$ cat config.mk
export PLATFORM = sky130hd
export DESIGN_NAME = manchester_lighting_frame_tx
export DESIGN_NICKNAME = d
export VERILOG_FILES = /design/src/mltx_pkg.sv /design/src/manchester_lighting_frame_tx.sv /design/src/mltx_cfg.sv /design/src/mltx_core.sv /design/src/mltx_obuf.sv
export SDC_FILE = /design/constraint.sdc
export NUM_CORES = 1
export LEC_CHECK = 0
export ABC_AREA = 1
export ABC_CLOCK_PERIOD_IN_PS = 11250
export BUFFER_PORTS_ARGS = -buffer_cell sky130_fd_sc_hd__clkbuf_2
export CAP_MARGIN = 20
export CORE_UTILIZATION = 45
export CTS_CLUSTER_SIZE = 25
export DETAILED_ROUTE_END_ITERATION = 7
export GPL_TIMING_DRIVEN = 0
export PLACE_DENSITY_LB_ADDON = 0.12
export REMOVE_ABC_BUFFERS = 1
export SLEW_MARGIN = 25
export SYNTH_ARGS = -nofsm -noshare
export SYNTH_HDL_FRONTEND = slang
export SYNTH_SLANG_ARGS = --single-unit
$ cat constraint.sdc
create_clock -name aclk -period 11.25 [get_ports aclk]
set_clock_uncertainty 0.1 [all_clocks]
set_input_delay 1.6875 -clock aclk [delete_from_list [all_inputs] [get_ports aclk]]
set_output_delay 1.6875 -clock aclk [all_outputs]
set_load 0.02 [all_outputs]
$ cat src/mltx_pkg.sv
`default_nettype none

package mltx_pkg;

    // Default frame length in bits after the start bit
    localparam int FRAME_BITS_DEF = 16;

    // Register reset values
    localparam logic [15:0] HALF_BIT_TICKS_RST = 16'd416;
    localparam logic [15:0] GAP_TICKS_RST      = 16'd6000;

    // Addressed frame: largest short address and group flag position
    localparam logic [7:0] ADDR_MAX   = 8'h3F;
    localparam logic [7:0] GROUP_MASK = 8'h80;

    // Configuration register indexes
    typedef enum logic [1:0] {
        REG_HALF_BIT_TICKS = 2'd0,
        REG_GAP_TICKS      = 2'd1,
        REG_TX_ACTIVE_LOW  = 2'd2,
        REG_UNUSED         = 2'd3
    } reg_index_t;

    // Request kinds
    typedef enum logic [1:0] {
        CMD_TICK      = 2'd0,
        CMD_ADDRESSED = 2'd1,
        CMD_RAW       = 2'd2,
        CMD_RESERVED  = 2'd3
    } cmd_t;

    // Request outcome
    typedef enum logic [1:0] {
        ST_NONE     = 2'd0,
        ST_ACCEPTED = 2'd1,
        ST_BAD_ADDR = 2'd2,
        ST_BUSY     = 2'd3
    } status_t;

    typedef struct packed {
        logic [15:0] half_bit_ticks;
        logic [15:0] gap_ticks;
        logic        tx_active_low;
    } cfg_t;

    typedef struct packed {
        logic    tx_level;
        logic    busy_res;
        status_t status;
    } result_t;

endpackage

`default_nettype wire

$ cat src/manchester_lighting_frame_tx.sv
// Manchester transmitter for two-byte lighting-bus forward frames. Each input
// transfer is one time-base tick and may carry a send request; each one yields
// exactly one result transfer with the line level, busy flag and request
// status for that tick. One tick is taken every clock cycle while the skid
// entry is empty: the encoder updates its frame state in a single pass from
// the input and its state registers, and the result is registered in an
// output register backed by a skid entry, so input stays ready while one
// result waits. A frame is a start bit followed by FRAME_BITS bits, MSB
// first; each half-bit lasts half_bit_ticks ticks (at least one) and the
// line then idles for gap_ticks ticks with busy held. Configuration must be
// written through the register port between transfers, which the block does
// not enforce, and applies from the next tick, also in the middle of a frame.
`default_nettype none

module manchester_lighting_frame_tx #(
    parameter int FRAME_BITS = mltx_pkg::FRAME_BITS_DEF
) (
    input  wire logic        aclk,
    input  wire logic        aresetn,
    // configuration
    input  wire logic        cfg_we,
    input  wire logic [1:0]  cfg_index,
    input  wire logic [15:0] cfg_wdata,
    // tick and request input
    input  wire logic        s_tvalid,
    output logic             s_tready,
    // group_flag[0], short_address[8:1], command_flag[9],
    // raw_first_byte[17:10], data_byte[25:18], zero [31:26]
    input  wire logic [31:0] s_tdata,
    // cmd[1:0]
    input  wire logic [1:0]  s_tuser,
    // per-tick result
    output logic             m_tvalid,
    input  wire logic        m_tready,
    // tx_level[0], busy_res[1], zero [7:2]
    output logic [7:0]       m_tdata,
    // status[1:0]
    output logic [1:0]       m_tuser
);

    mltx_pkg::cfg_t     cfg;
    mltx_pkg::result_t  core_res;
    mltx_pkg::result_t  out_res;
    logic               in_accept;

    assign in_accept = s_tvalid & s_tready;

    mltx_cfg u_cfg (
        .aclk      (aclk),
        .aresetn   (aresetn),
        .cfg_we    (cfg_we),
        .cfg_index (cfg_index),
        .cfg_wdata (cfg_wdata),
        .cfg       (cfg)
    );

    mltx_core #(
        .FRAME_BITS (FRAME_BITS)
    ) u_core (
        .aclk           (aclk),
        .aresetn        (aresetn),
        .cfg            (cfg),
        .in_accept      (in_accept),
        .cmd            (s_tuser),
        .group_flag     (s_tdata[0]),
        .short_address  (s_tdata[8:1]),
        .command_flag   (s_tdata[9]),
        .raw_first_byte (s_tdata[17:10]),
        .data_byte      (s_tdata[25:18]),
        .res            (core_res)
    );

    mltx_obuf u_obuf (
        .aclk      (aclk),
        .aresetn   (aresetn),
        .in_valid  (s_tvalid),
        .in_ready  (s_tready),
        .in_data   (core_res),
        .out_valid (m_tvalid),
        .out_ready (m_tready),
        .out_data  (out_res)
    );

    assign m_tdata = {6'b0, out_res.busy_res, out_res.tx_level};
    assign m_tuser = out_res.status;

endmodule

`default_nettype wire

$ cat src/mltx_cfg.sv
`default_nettype none

module mltx_cfg (
    input  wire logic               aclk,
    input  wire logic               aresetn,
    input  wire logic               cfg_we,
    input  wire logic [1:0]         cfg_index,
    input  wire logic [15:0]        cfg_wdata,
    output mltx_pkg::cfg_t          cfg
);

    mltx_pkg::cfg_t cfg_reg;

    // Register file; writes to an unused index are dropped
    always_ff @(posedge aclk) begin
        if (!aresetn) begin
            cfg_reg.half_bit_ticks <= mltx_pkg::HALF_BIT_TICKS_RST;
            cfg_reg.gap_ticks      <= mltx_pkg::GAP_TICKS_RST;
            cfg_reg.tx_active_low  <= 1'b0;
        end else if (cfg_we) begin
            unique case (mltx_pkg::reg_index_t'(cfg_index))
                mltx_pkg::REG_HALF_BIT_TICKS: cfg_reg.half_bit_ticks <= cfg_wdata;
                mltx_pkg::REG_GAP_TICKS:      cfg_reg.gap_ticks      <= cfg_wdata;
                mltx_pkg::REG_TX_ACTIVE_LOW:  cfg_reg.tx_active_low  <= cfg_wdata[0];
                default: ;
            endcase
        end
    end

    assign cfg = cfg_reg;

endmodule

`default_nettype wire

$ cat src/mltx_core.sv
`default_nettype none

module mltx_core #(
    parameter int FRAME_BITS = mltx_pkg::FRAME_BITS_DEF
) (
    input  wire logic               aclk,
    input  wire logic               aresetn,
    input  wire mltx_pkg::cfg_t     cfg,
    input  wire logic               in_accept,
    input  wire logic [1:0]         cmd,
    input  wire logic               group_flag,
    input  wire logic [7:0]         short_address,
    input  wire logic               command_flag,
    input  wire logic [7:0]         raw_first_byte,
    input  wire logic [7:0]         data_byte,
    output mltx_pkg::result_t       res
);

    localparam int SHIFT_W = FRAME_BITS + 1;
    localparam int BL_W    = $clog2(FRAME_BITS + 2);
    localparam int IDX_W   = $clog2(SHIFT_W);

    typedef enum logic [1:0] {
        MODE_IDLE = 2'd0,
        MODE_SEND = 2'd1,
        MODE_GAP  = 2'd2
    } mode_t;

    mode_t               mode_reg,   mode_next;
    logic [SHIFT_W-1:0]  shift_reg,  shift_next;
    logic [BL_W-1:0]     bits_reg,   bits_next;
    logic                half_reg,   half_next;
    logic [15:0]         count_reg,  count_next;

    mltx_pkg::cmd_t      cmd_kind;
    logic [7:0]          first_byte;
    logic [31:0]         word_wide;
    logic [BL_W-1:0]     bit_pos;
    logic                cur_bit;
    logic [16:0]         count_inc;
    logic                idle_level;

    assign cmd_kind   = mltx_pkg::cmd_t'(cmd);
    assign idle_level = ~cfg.tx_active_low;
    assign first_byte = (cmd_kind == mltx_pkg::CMD_ADDRESSED)
                      ? ({group_flag, 7'b0} & mltx_pkg::GROUP_MASK)
                        | {1'b0, short_address[5:0], command_flag}
                      : raw_first_byte;
    assign word_wide  = {16'b0, first_byte, data_byte};

    // One tick: request decode, then advance the half-bit or gap timer
    always_comb begin
        mode_next  = mode_reg;
        shift_next = shift_reg;
        bits_next  = bits_reg;
        half_next  = half_reg;
        count_next = count_reg;
        res.status   = mltx_pkg::ST_NONE;
        res.tx_level = idle_level;
        res.busy_res = 1'b0;
        cur_bit      = 1'b0;
        bit_pos      = '0;
        count_inc    = '0;

        // unknown mode code falls back to idle
        unique case (mode_reg)
            MODE_SEND, MODE_GAP: ;
            default: mode_next = MODE_IDLE;
        endcase

        if (cmd_kind == mltx_pkg::CMD_ADDRESSED || cmd_kind == mltx_pkg::CMD_RAW) begin
            priority if (mode_next != MODE_IDLE) begin
                res.status = mltx_pkg::ST_BUSY;
            end else if (cmd_kind == mltx_pkg::CMD_ADDRESSED
                         && short_address > mltx_pkg::ADDR_MAX) begin
                res.status = mltx_pkg::ST_BAD_ADDR;
            end else begin
                shift_next = {1'b1, word_wide[FRAME_BITS-1:0]};
                bits_next  = BL_W'(FRAME_BITS + 1);
                half_next  = 1'b0;
                count_next = '0;
                mode_next  = MODE_SEND;
                res.status = mltx_pkg::ST_ACCEPTED;
            end
        end

        unique case (mode_next)
            MODE_SEND: begin
                bit_pos = bits_next - BL_W'(1);
                if (bits_next != '0 && bits_next <= BL_W'(FRAME_BITS + 1)) begin
                    cur_bit = shift_next[bit_pos[IDX_W-1:0]];
                end
                // a one is low then high before inversion
                res.tx_level = (half_next ? cur_bit : ~cur_bit) ^ cfg.tx_active_low;
                res.busy_res = 1'b1;
                count_inc    = {1'b0, count_next} + 17'd1;
                count_next   = count_inc[15:0];
                if (count_inc >= {1'b0, cfg.half_bit_ticks}) begin
                    count_next = '0;
                    if (half_next) begin
                        half_next = 1'b0;
                        if (bits_next != '0) begin
                            bits_next = bits_next - BL_W'(1);
                        end
                        if (bits_next == '0) begin
                            mode_next = (cfg.gap_ticks == '0) ? MODE_IDLE : MODE_GAP;
                        end
                    end else begin
                        half_next = 1'b1;
                    end
                end
            end
            MODE_GAP: begin
                res.busy_res = 1'b1;
                count_inc    = {1'b0, count_next} + 17'd1;
                count_next   = count_inc[15:0];
                if (count_inc >= {1'b0, cfg.gap_ticks}) begin
                    count_next = '0;
                    mode_next  = MODE_IDLE;
                end
            end
            default: ;
        endcase
    end

    // Frame state advances once per accepted tick
    always_ff @(posedge aclk) begin
        if (!aresetn) begin
            mode_reg  <= MODE_IDLE;
            shift_reg <= '0;
            bits_reg  <= '0;
            half_reg  <= 1'b0;
            count_reg <= '0;
        end else if (in_accept) begin
            mode_reg  <= mode_next;
            shift_reg <= shift_next;
            bits_reg  <= bits_next;
            half_reg  <= half_next;
            count_reg <= count_next;
        end
    end

    // A busy rejection can only happen while the line is in use
    assert property (@(posedge aclk) disable iff (!aresetn)
        in_accept && res.status == mltx_pkg::ST_BUSY |-> res.busy_res)
        else $error("busy rejection reported on a free line");

    // An accepted request drives the first half of the start bit
    assert property (@(posedge aclk) disable iff (!aresetn)
        in_accept && res.status == mltx_pkg::ST_ACCEPTED
        |-> res.busy_res && (res.tx_level == cfg.tx_active_low))
        else $error("accepted frame did not start with the start bit");

endmodule

`default_nettype wire

$ cat src/mltx_obuf.sv
`default_nettype none

module mltx_obuf (
    input  wire logic               aclk,
    input  wire logic               aresetn,
    input  wire logic               in_valid,
    output logic                    in_ready,
    input  wire mltx_pkg::result_t  in_data,
    output logic                    out_valid,
    input  wire logic               out_ready,
    output mltx_pkg::result_t       out_data
);

    logic               main_valid_reg;
    logic               skid_valid_reg;
    mltx_pkg::result_t  main_reg;
    mltx_pkg::result_t  skid_reg;
    logic               push;
    logic               pop;

    assign in_ready  = ~skid_valid_reg;
    assign push      = in_valid & in_ready;
    assign pop       = main_valid_reg & out_ready;
    assign out_valid = main_valid_reg;
    assign out_data  = main_reg;

    // Output register backed by one skid entry
    always_ff @(posedge aclk) begin
        if (!aresetn) begin
            main_valid_reg <= 1'b0;
            skid_valid_reg <= 1'b0;
        end else if (skid_valid_reg) begin
            if (pop) begin
                main_reg       <= skid_reg;
                skid_valid_reg <= 1'b0;
            end
        end else if (push) begin
            if (!main_valid_reg || pop) begin
                main_reg       <= in_data;
                main_valid_reg <= 1'b1;
            end else begin
                skid_reg       <= in_data;
                skid_valid_reg <= 1'b1;
            end
        end else if (pop) begin
            main_valid_reg <= 1'b0;
        end
    end

    // Skid entry is only used behind a full output register
    assert property (@(posedge aclk) disable iff (!aresetn)
        skid_valid_reg |-> main_valid_reg)
        else $error("skid entry held with empty output register");

    // A stalled full buffer keeps both entries
    assert property (@(posedge aclk) disable iff (!aresetn)
        skid_valid_reg && !out_ready |=> skid_valid_reg && main_valid_reg)
        else $error("result lost while output stalled");

    // An accepted item always leaves a result behind
    assert property (@(posedge aclk) disable iff (!aresetn)
        push |=> main_valid_reg)
        else $error("accepted item produced no result");

endmodule

`default_nettype wire
==> results.sh, run 1 <==
export IMPL_clockBufferDepth=2
export IMPL_leakage_nw=2.90
export IMPL_num_io_pins=69
export IMPL_dpl_cell_area_um2=5720
export IMPL_p_int_mw=0.599
export IMPL_synth_seq_area_share_pct=32.4
export IMPL_cts_buffers=9
export IMPL_critical_path_required_ps=11350
export IMPL_p_sw_share_pct=34.6
export IMPL_yosysWarningCount=0
export IMPL_htree_levels=3
export IMPL_multi_input_area_um2=3030
export IMPL_seq_power_share_pct=37.3
export IMPL_cts_root_buf="clkbuf_16"
export IMPL_start_util_pct=46.9
export IMPL_largest_reg_flops=33
export IMPL_end_kind="register"
export IMPL_setup_violations=0
export IMPL_totalPowerFinal_mw=0.916
export IMPL_min_period_ps=6250
export IMPL_synth_edf_count=8
export IMPL_crit_fanout=50
export IMPL_fin_util_pct=51.9
export IMPL_grt_usage_pct=22.2
export IMPL_drc=4
export IMPL_cts_tree="done"
export IMPL_synth_top_area_share_pct=28.0
export IMPL_regArea_um2=1760
export IMPL_postLayoutCellArea_um2=6020
export IMPL_tns_ps=0
export IMPL_cp_start_kind="input pin"
export IMPL_finalCritPeriodShare_pct=55.6
export IMPL_clock_sinks=84
export IMPL_finalNetCount=925
export IMPL_dieArea_um2=12500
export IMPL_cp_arrival_ps=6350
export IMPL_ys_top_cells_by_count="nand2_1 (180), inv_1 (118), dfxtp_1 (76), a21oi_1 (70), o21ai_0 (61)"
export IMPL_avgSynthCellArea_um2=6.85
export IMPL_synth_most_common_cell="nand2_1"
export IMPL_stdcell_count=977
export IMPL_hold_violations=0
export IMPL_ir_drop_mv=0.0697
export IMPL_placementRows=39
export IMPL_syn_to_final_growth_pct=10.7
export IMPL_drive_gt1_share_pct=11.2
export IMPL_p_switching_mw=0.317
export IMPL_placedCellCount=961
export IMPL_pwr_density_cell_nw_per_um2=152
export IMPL_maxSlewHeadroom_pct=37.7
export IMPL_antenna_found_initial=0
export IMPL_dpl_hpwl_mm=9.53
export IMPL_synthTopCellsByArea="dfxtp_1 (28%), nand2_1 (12%), ha_1 (9.0%)"
export IMPL_die_height_um=112
export IMPL_clk_pin_slew_ps=60
export IMPL_antennaDiodeCount=0
export IMPL_grt_max_degree=51
export IMPL_firstDrtPassIters=7
export IMPL_cap_viol_max_count=0
export IMPL_worst_pin_slew_ps=928
export IMPL_cts_hold_buf=0
export IMPL_status="complete, but fails checks"
export IMPL_synth_cells=794
export IMPL_whs_ps=352
export IMPL_min_path_type="register to register"
export IMPL_grt_first_pass_wirelength_mm=22.5
export IMPL_nFillCells=1185
export IMPL_post_cts_buffers=0
export IMPL_yosys_cell_types_count=43
export IMPL_fmax_ghz=0.160
export IMPL_worstSetupPathType="input pin to register"
export IMPL_avgViaCountPerCell=5.25
export IMPL_drv_slew=0
export IMPL_globalRouteOverflowTotal=0
export IMPL_pwr_share_clk_pct=33.2
export IMPL_die_w_um=112
export IMPL_synth_ff_type="dfxtp_1"
export IMPL_async_reset_ff_share_pct=0
export IMPL_first_iter_violations=265
export IMPL_r2r_setup_slack_ps=6050
export IMPL_io_buffers=56
export IMPL_grt_setup_unrepaired="false"
export IMPL_synth_ff_latch_count=84
export IMPL_antenna_left=0
export IMPL_syn_area_um2=5440
export IMPL_via_count=5130
export IMPL_grt_pass1_vias=4788
export IMPL_yosysTopAreaCell="dfxtp_1"
export IMPL_violations="DRC"
export IMPL_pwr_share_comb_pct=29.5
export IMPL_coreArea_um2=11600
export IMPL_gp_congestion=0.873
export IMPL_worstSkewPairLatency_ps=340
export IMPL_ctsResizeCount=0
export IMPL_setup_ws_ps=5000
export IMPL_dp_slack_ps=4730
export IMPL_routed_wl_mm=12.9
export IMPL_routedWlPerCell_um=13.2
## layer usage
layer | track usage (%) | vias up | part of all wire (%)
met3 | 2.78 | 19 | 3.7
met4 | 9.33 | 0 | 1.9
met1 | 31.0 | 2340 | 51
li1 | - | 2659 | -
met2 | 34.5 | 112 | 44
met5 | 0 | - | 0
## cell usage in the layout, fill, tap and decap left out, types with 6 or more instances in the layout
master     instances
clkbuf_16          9
nor4_1             6
xnor2_1            6
clkbuf_2          56
o21ai_0           61
edfxtp_1           8
nand2_1          180
o211ai_1          10
conb_1             6
nand4_1           19
dfxtp_1           76
inv_1            117
nand3_1           47
ha_1              39
a21oi_1           70
nor3_1             9
xor2_1             7
nor2_1            47
## final timing paths
kind,start,end,cells after the start
max,s_tuser[1],u_core.count_reg[0],25
min,u_core.shift_reg[10],u_core.shift_reg[10],2
max reg2reg,u_core.mode_reg[0],u_core.count_reg[0],23
min reg2reg,u_core.shift_reg[10],u_core.shift_reg[10],2
## final cells by class
class,instances,area share (%)
repair buffers,57,4.78
inverters,123,7.66
flip-flops and latches,84,29.2
multi-input cells,554,50.3
well taps,143,2.97
clock buffers,12,4.26
clock inverters,4,0.789
## power groups by stage
stage / clock network [mW] / registers [mW] / logic [mW]
finish: 0.304 / 0.342 / 0.270
global route: 0.323 / 0.344 / 0.310
CTS: 0.310 / 0.342 / 0.270
detailed placement: 0 / 0.348 / 0.268
global placement: 0 / 0.347 / 0.262
floorplan: 0 / 0.346 / 0.196
## kinds of logic (layout without fill, tap and decap cells)
logic type	after synthesis	count (layout)	share of synthesized area (%)
AO/OA/AOI/OAI	164	164	16.8
AND/OR/NAND/NOR	328	328	26.6
buffers and inverters	161	196	12.4
flip-flops	84	84	32.4
adder cells (fa/ha/maj)	39	39	8.97
multiplexers	4	4	0.736
other	1	6	0.0689
XOR/XNOR	13	13	2.09
## worst max-delay path, stage by stage
cell and delay (ps):
clkbuf_2 80, inv_1 50, ha_1 350, o21ai_4 180, nand3_4 430, nand2_1 100
inv_1 190, ha_1 220, nand3_1 90, nor2_1 380, nand2_1 180, nor3_1 290
xor2_1 180, ha_1 330, inv_1 50, nor3_1 330, nand3_1 100, o21ai_0 170
a21oi_1 70, nand2_1 120, inv_1 50, nand2_1 140, nand2_2 220, o21ai_1 210
a21oi_1 90
Note: power is estimated with default switching activity, not from simulation.
==> run 2: changes to the inputs <==
--- a/config.mk
+++ b/config.mk
@@ -6,7 +6,7 @@
 export NUM_CORES = 1
 export LEC_CHECK = 0
 export ABC_AREA = 1
-export ABC_CLOCK_PERIOD_IN_PS = 11250
+export ABC_CLOCK_PERIOD_IN_PS = 5870
 export BUFFER_PORTS_ARGS = -buffer_cell sky130_fd_sc_hd__clkbuf_2
 export CAP_MARGIN = 20
 export CORE_UTILIZATION = 45
==> constraint.sdc (replaced) <==
create_clock -name aclk -period 5.87 [get_ports aclk]
set_clock_uncertainty 0.1 [all_clocks]
set_input_delay 0.8805 -clock aclk [delete_from_list [all_inputs] [get_ports aclk]]
set_output_delay 0.8805 -clock aclk [all_outputs]
set_load 0.02 [all_outputs]
==> run 2 against run 1 <==
The flow still finishes with violations (DRC). Die area did not move. Hold slack is essentially flat. Setup slack got worse by 4300 ps. First-iteration DRC count up 15%. Design area is 0.21% higher. Via count is 0.94% higher. Clock-buffer cell count is the same. Clock power increased by 91%. Total power is 92% higher. Critical path type unchanged. Largest cell class unchanged.
==> results.sh, run 2 (synthesis results as in run 1) <==
export IMPL_status="complete, but fails checks"
export IMPL_violations="DRC"
export IMPL_die_w_um=112
export IMPL_hold_path_depth=2
export IMPL_gp_congestion=0.873
export IMPL_largest_reg_flops=33
export IMPL_crit_fanout=25
export IMPL_finalNetCount=926
export IMPL_post_cts_buffers=0
export IMPL_routedWlPerCell_um=13.5
export IMPL_drc=4
export IMPL_min_path_type="register to register"
export IMPL_drive_gt1_share_pct=11.4
export IMPL_hold_path_startpoint="u_core.shift_reg[10]"
export IMPL_placedCellCount=961
export IMPL_coreArea_um2=11600
export IMPL_drv_slew=0
export IMPL_end_kind="register"
export IMPL_cts_tree="done"
export IMPL_reg2reg_from="u_core.mode_reg[0]"
export IMPL_worstSkewPairLatency_ps=350
export IMPL_setup_violations=0
export IMPL_antenna_left=0
export IMPL_fmax_ghz=0.192
export IMPL_final_cell_mix="nand2_1 (180), inv_1 (117), dfxtp_1 (76), a21oi_1 (70), o21ai_0 (61)"
export IMPL_r2r_end="u_core.count_reg[0]"
export IMPL_grt_setup_unrepaired="false"
export IMPL_fin_util_pct=52.0
export IMPL_finalCritPeriodShare_pct=88.8
export IMPL_worstSetupPathType="input pin to register"
export IMPL_dieArea_um2=12500
export IMPL_antennaDiodeCount=0
export IMPL_layout_commonest_cell="nand2_1"
export IMPL_cap_viol_max_count=0
export IMPL_cts_hold_buf=0
export IMPL_firstDrtPassIters=7
export IMPL_grt_first_pass_wirelength_mm=22.5
export IMPL_r2r_setup_slack_ps=940
export IMPL_min_period_ps=5210
export IMPL_grt_max_degree=51
export IMPL_clockBufferDepth=2
export IMPL_grt_pass1_vias=4788
export IMPL_cts_buffers=9
export IMPL_avgViaCountPerCell=5.29
export IMPL_leakage_nw=2.90
export IMPL_via_count=5178
export IMPL_placementRows=39
export IMPL_slowest_stage="ha_1"
export IMPL_globalRouteOverflowTotal=0
export IMPL_totalPowerFinal_mw=1.76
export IMPL_num_io_pins=69
export IMPL_antenna_found_initial=0
export IMPL_hold_violations=0
export IMPL_maxSlewHeadroom_pct=37.4
export IMPL_clk_pin_slew_ps=60
export IMPL_tns_ps=0
export IMPL_cp_arrival_ps=5310
export IMPL_dpl_hpwl_mm=9.53
export IMPL_ir_drop_mv=0.134
export IMPL_worst_pin_slew_ps=940
export IMPL_io_buffers=56
export IMPL_critical_path_required_ps=5970
export IMPL_die_height_um=112
export IMPL_whs_ps=352
export IMPL_reg2reg_depth=23
export IMPL_cpPeakStageDelay_ps=350
export IMPL_grt_usage_pct=22.2
export IMPL_stdcell_count=978
export IMPL_routed_wl_mm=13.2
export IMPL_clock_sinks=84
export IMPL_htree_levels=3
export IMPL_first_iter_violations=304
export IMPL_cts_root_buf="clkbuf_16"
export IMPL_syn_to_final_growth_pct=10.9
export IMPL_start_util_pct=46.9
export IMPL_pwr_density_cell_nw_per_um2=292
export IMPL_holdPathEnd="u_core.shift_reg[10]"
export IMPL_cp_start_kind="input pin"
==> run 2: changes by cell type in the layout (fill, tap and decap cells not counted), sizes merged <==
cell / change
nand3: +1
==> run 2: how the worst max path moves through the flow <==
stage	start	to	slack, ps	cells after the start
6_report	s_tuser[1]	u_core.count_reg[0]	660	25
3_5_place_dp	s_tuser[1]	u_core.count_reg[0]	160	25
5_1_grt	s_tuser[1]	u_core.bits_reg[4]	140	25
2_1_floorplan	s_tuser[1]	u_core.count_reg[11]	1330	25
4_1_cts	s_tuser[1]	u_core.count_reg[0]	500	25
3_3_place_gp	s_tuser[1]	u_core.count_reg[11]	230	27
==> run 2: area by class of cell <==
class / instances / area [um^2]
Inverter: 123 / 462
Tap cell: 143 / 179
Timing Repair Buffer: 57 / 288
Sequential cell: 84 / 1760
Clock inverter: 4 / 47.5
Multi-Input combinational cell: 555 / 3040
Clock buffer: 12 / 256
Fill cell: 1184 / 5580
==> run 2: timing repair <==
item,in CTS,in global routing
endpoints found under the setup margin,0,15
hold endpoints to repair,0,0
gates resized for setup,0,1
==> run 2: critical path, delay by kind of cell <==
kind,cells,cell delay [ps]
XOR/XNOR,1,170
buffers and inverters,5,410
AND/OR/NAND/NOR,11,2170
adder cells (fa/ha/maj),3,900
AO/OA/AOI/OAI,5,740
==> run 2: where the power goes <==
part / internal (mW) / switching [mW] / leakage, nW
Clock: 0.351 / 0.231 / 0.149
Sequential: 0.627 / 0.0281 / 0.697
Combinational: 0.170 / 0.355 / 2.06
Total: 1.15 / 0.614 / 2.90
==> run 2: metal layers <==
metal / vias up / part of all wire [%] / global-route usage [%]
met1: 2379 / 50 / 31.0
met2: 112 / 44 / 34.5
met5: - / 0 / 0
li1: 2669 / - / -
met4: 0 / 1.8 / 9.33
met3: 18 / 4.0 / 2.78
==> run 2: stage by stage <==
step           instance area [um^2]  setup slack, ps
6_report                       6040              656
3_3_place_gp                   5710              226
4_1_cts                        6020              500
2_1_floorplan                  5250             1330
5_1_grt                        6040              137
3_5_place_dp                   5720              161
==> run 3: changes to the inputs <==
--- a/config.mk
+++ b/config.mk
@@ -5,7 +5,7 @@
 export SDC_FILE = /design/constraint.sdc
 export NUM_CORES = 1
 export LEC_CHECK = 0
-export ABC_AREA = 1
+export ABC_AREA = 0
 export ABC_CLOCK_PERIOD_IN_PS = 5870
 export BUFFER_PORTS_ARGS = -buffer_cell sky130_fd_sc_hd__clkbuf_2
 export CAP_MARGIN = 20
==> run 3 against run 2 <==
The flow now finishes without violations. Critical path depth decreased by 5. Synthesized area decreased by 7.0%. Highest routed layer unchanged. First-iteration DRC count decreased by 24%. Core utilization decreased by 0.71 points. Setup slack got worse by 160 ps. Final cell count decreased by 20%. Sequential power shrank 4.7%. Non-clock buffer count is 1 higher.
==> results.sh, run 3 <==
export IMPL_status="completed"
export IMPL_firstDrtPassIters=4
export IMPL_met2WireLength_mm=5.25
export IMPL_dpl_cell_area_um2=5390
export IMPL_antennaDiodeCount=0
export IMPL_clockBufferDepth=2
export IMPL_finalNetCount=732
export IMPL_cp_start_kind="input pin"
export IMPL_min_path_type="register to register"
export IMPL_cts_buffers=9
export IMPL_pwr_density_cell_nw_per_um2=230
export IMPL_dpl_hpwl_mm=8.66
export IMPL_yosysWarningCount=0
export IMPL_dp_slack_ps=-501
export IMPL_post_cts_buffers=0
export IMPL_antenna_found_initial=0
export IMPL_leakage_nw=2.40
export IMPL_cts_root_buf="clkbuf_8"
export IMPL_ir_drop_mv=0.150
export IMPL_synth_most_common_cell="nand2_1"
export IMPL_avgViaCountPerCell=5.53
export IMPL_maxSlewHeadroom_pct=40.6
export IMPL_worstSkewPairLatency_ps=370
export IMPL_syn_area_um2=5060
export IMPL_grt_usage_pct=22.0
export IMPL_synth_edf_count=8
export IMPL_largest_reg_flops=33
export IMPL_htree_levels=3
export IMPL_worstSetupPathType="input pin to register"
export IMPL_antenna_left=0
export IMPL_cts_tree="done"
export IMPL_globalRouteOverflowTotal=0
export IMPL_dieArea_um2=11700
export IMPL_placementRows=38
export IMPL_via_count=4316
export IMPL_crit_fanout=19
export IMPL_synth_ff_type="dfxtp_1"
export IMPL_cp_arrival_ps=5580
export IMPL_grt_setup_unrepaired="false"
export IMPL_synth_seq_area_share_pct=34.8
export IMPL_synth_top_area_share_pct=30.1
export IMPL_die_height_um=108
export IMPL_grt_first_pass_wirelength_mm=20.0
export IMPL_finalCritPeriodShare_pct=91.5
export IMPL_grt_pass1_vias=4136
export IMPL_clk_pin_slew_ps=80
export IMPL_reg2reg_from="u_core.mode_reg[0]"
export IMPL_synthTopCellsByArea="dfxtp_1 (30%), ha_1 (9.6%), nand2_1 (8.1%)"
export IMPL_top_layer_used="met4"
export IMPL_dr_wl_met3_um=418
export IMPL_yosysTopAreaCell="dfxtp_1"
export IMPL_ys_top_cells_by_count="nand2_1 (109), dfxtp_1 (76), ha_1 (39), inv_1 (39), a21boi_0 (31)"
export IMPL_die_w_um=108
export IMPL_cap_viol_max_count=0
export IMPL_cts_hold_buf=0
export IMPL_nFillCells=1080
export IMPL_routed_wl_mm=11.7
export IMPL_r2r_setup_slack_ps=730
export IMPL_hold_violations=0
export IMPL_io_buffers=56
export IMPL_drive_gt1_share_pct=14.2
export IMPL_drv_slew=0
export IMPL_totalPowerFinal_mw=1.28
export IMPL_worst_pin_slew_ps=890
export IMPL_start_util_pct=46.5
export IMPL_drc=0
export IMPL_final_cell_mix="nand2_1 (109), dfxtp_1 (76), clkbuf_2 (55), inv_1 (39), ha_1 (38)"
export IMPL_first_iter_violations=230
export IMPL_setup_ws_ps=498
export IMPL_coreArea_um2=10900
export IMPL_avgSynthCellArea_um2=8.45
export IMPL_clock_sinks=84
export IMPL_drt_met1_wl_mm=5.87
export IMPL_synth_cells=599
export IMPL_postLayoutCellArea_um2=5580
export IMPL_critPathLaunch="s_tuser[1]"
export IMPL_min_period_ps=5370
export IMPL_placedCellCount=765
export IMPL_syn_to_final_growth_pct=10.3
export IMPL_setup_violations=0
export IMPL_grt_max_degree=75
export IMPL_critical_path_required_ps=6080
export IMPL_setup_worst_path_end="u_core.count_reg[15]"
export IMPL_async_reset_ff_share_pct=0
export IMPL_end_kind="register"
export IMPL_synth_ff_latch_count=84
export IMPL_num_io_pins=69
export IMPL_yosys_cell_types_count=60
export IMPL_gp_congestion=0.855
export IMPL_routedWlPerCell_um=15.0
export IMPL_fmax_ghz=0.186
export IMPL_layout_commonest_cell="nand2_1"
export IMPL_whs_ps=368
export IMPL_stdcell_count=781
export IMPL_r2r_end="u_core.count_reg[15]"
export IMPL_reg2reg_depth=19
[run 3: changes by cell type in the layout (fill, tap and decap cells not counted), sizes merged, moves of 9 or more]
cell	before	now
mux2i	4	15
o21ai	67	19
nor2	51	27
a21boi	0	31
nand4	19	10
a22o	0	9
nand3	51	17
nand2	185	109
a21oi	71	28
inv	120	39
nor2b	0	10
[run 3: critical path: stages]
cell and delay [ps]:
clkbuf_2 80, inv_1 50, ha_2 360, o21ai_0 210, nand2b_2 370, and2_1 200, ha_1 310, nand3_1 170
or3_1 320, a21oi_1 360, ha_1 320, a21oi_1 130, nor2b_1 50, o21ai_0 150, nand2b_1 80, o21bai_1 230
nand3_1 170, o21ai_2 390, and4_1 540, a22o_1 210
[run 3: logic make-up (layout without fill, tap and decap cells)]
group,count (synthesis),count (layout),synth area share (%)
flip-flops,84,84,34.8
other,1,6,0.0741
AO/OA/AOI/OAI,147,147,20.6
adder cells (fa/ha/maj),39,39,9.64
multiplexers,25,25,6.31
buffers and inverters,77,114,6.50
XOR/XNOR,13,13,2.25
AND/OR/NAND/NOR,213,213,19.8
[run 3: timing repair]
item,CTS,global route
pin swaps,0,0
resized for setup,1,2
setup endpoints to repair,10,10
[run 3: worst min path at each step]
stage / from / endpoint / slack (ps) / cells after the start
after floorplan: u_core.shift_reg[4] / u_core.shift_reg[4] / 340 / 2
after global placement: u_core.shift_reg[16] / u_core.shift_reg[16] / 350 / 1
after detailed placement: u_core.shift_reg[6] / u_core.shift_reg[6] / 360 / 2
after CTS: u_core.shift_reg[6] / u_core.shift_reg[6] / 370 / 2
after global routing: u_cfg.cfg[32] / u_cfg.cfg[32] / 400 / 2
final: u_core.shift_reg[6] / u_core.shift_reg[6] / 370 / 2
[run 3: metal layers]
layer  up-vias  global-route usage, %
li1       2180                      -
met1      2037                   30.5
met2        87                   33.4
met3        12                   4.70
met4         0                   7.83
met5         -                      0
[run 3: final cells by class]
type	instances	area (um^2)	area share, %
tap	140	175	3.14
clock buffer	14	153	2.73
clock inverter	2	35.0	0.628
sequential	84	1760	31.6
multi-input combinational	443	3010	53.9
timing repair buffer	58	302	5.40
inverter	40	150	2.69
[run 3: stage by stage]
stage          util [%]  TNS [ps]
2_1_floorplan         -         0
3_3_place_gp       49.2     -4510
3_5_place_dp       49.5     -5450
4_1_cts            51.2         0
5_1_grt            51.3         0
6_report           51.3         0
[run 3: power by group]
group	switching, mW	internal, mW
combinational	0.144	0.0979
sequential	0.0185	0.605
clock	0.208	0.209
total	0.370	0.912
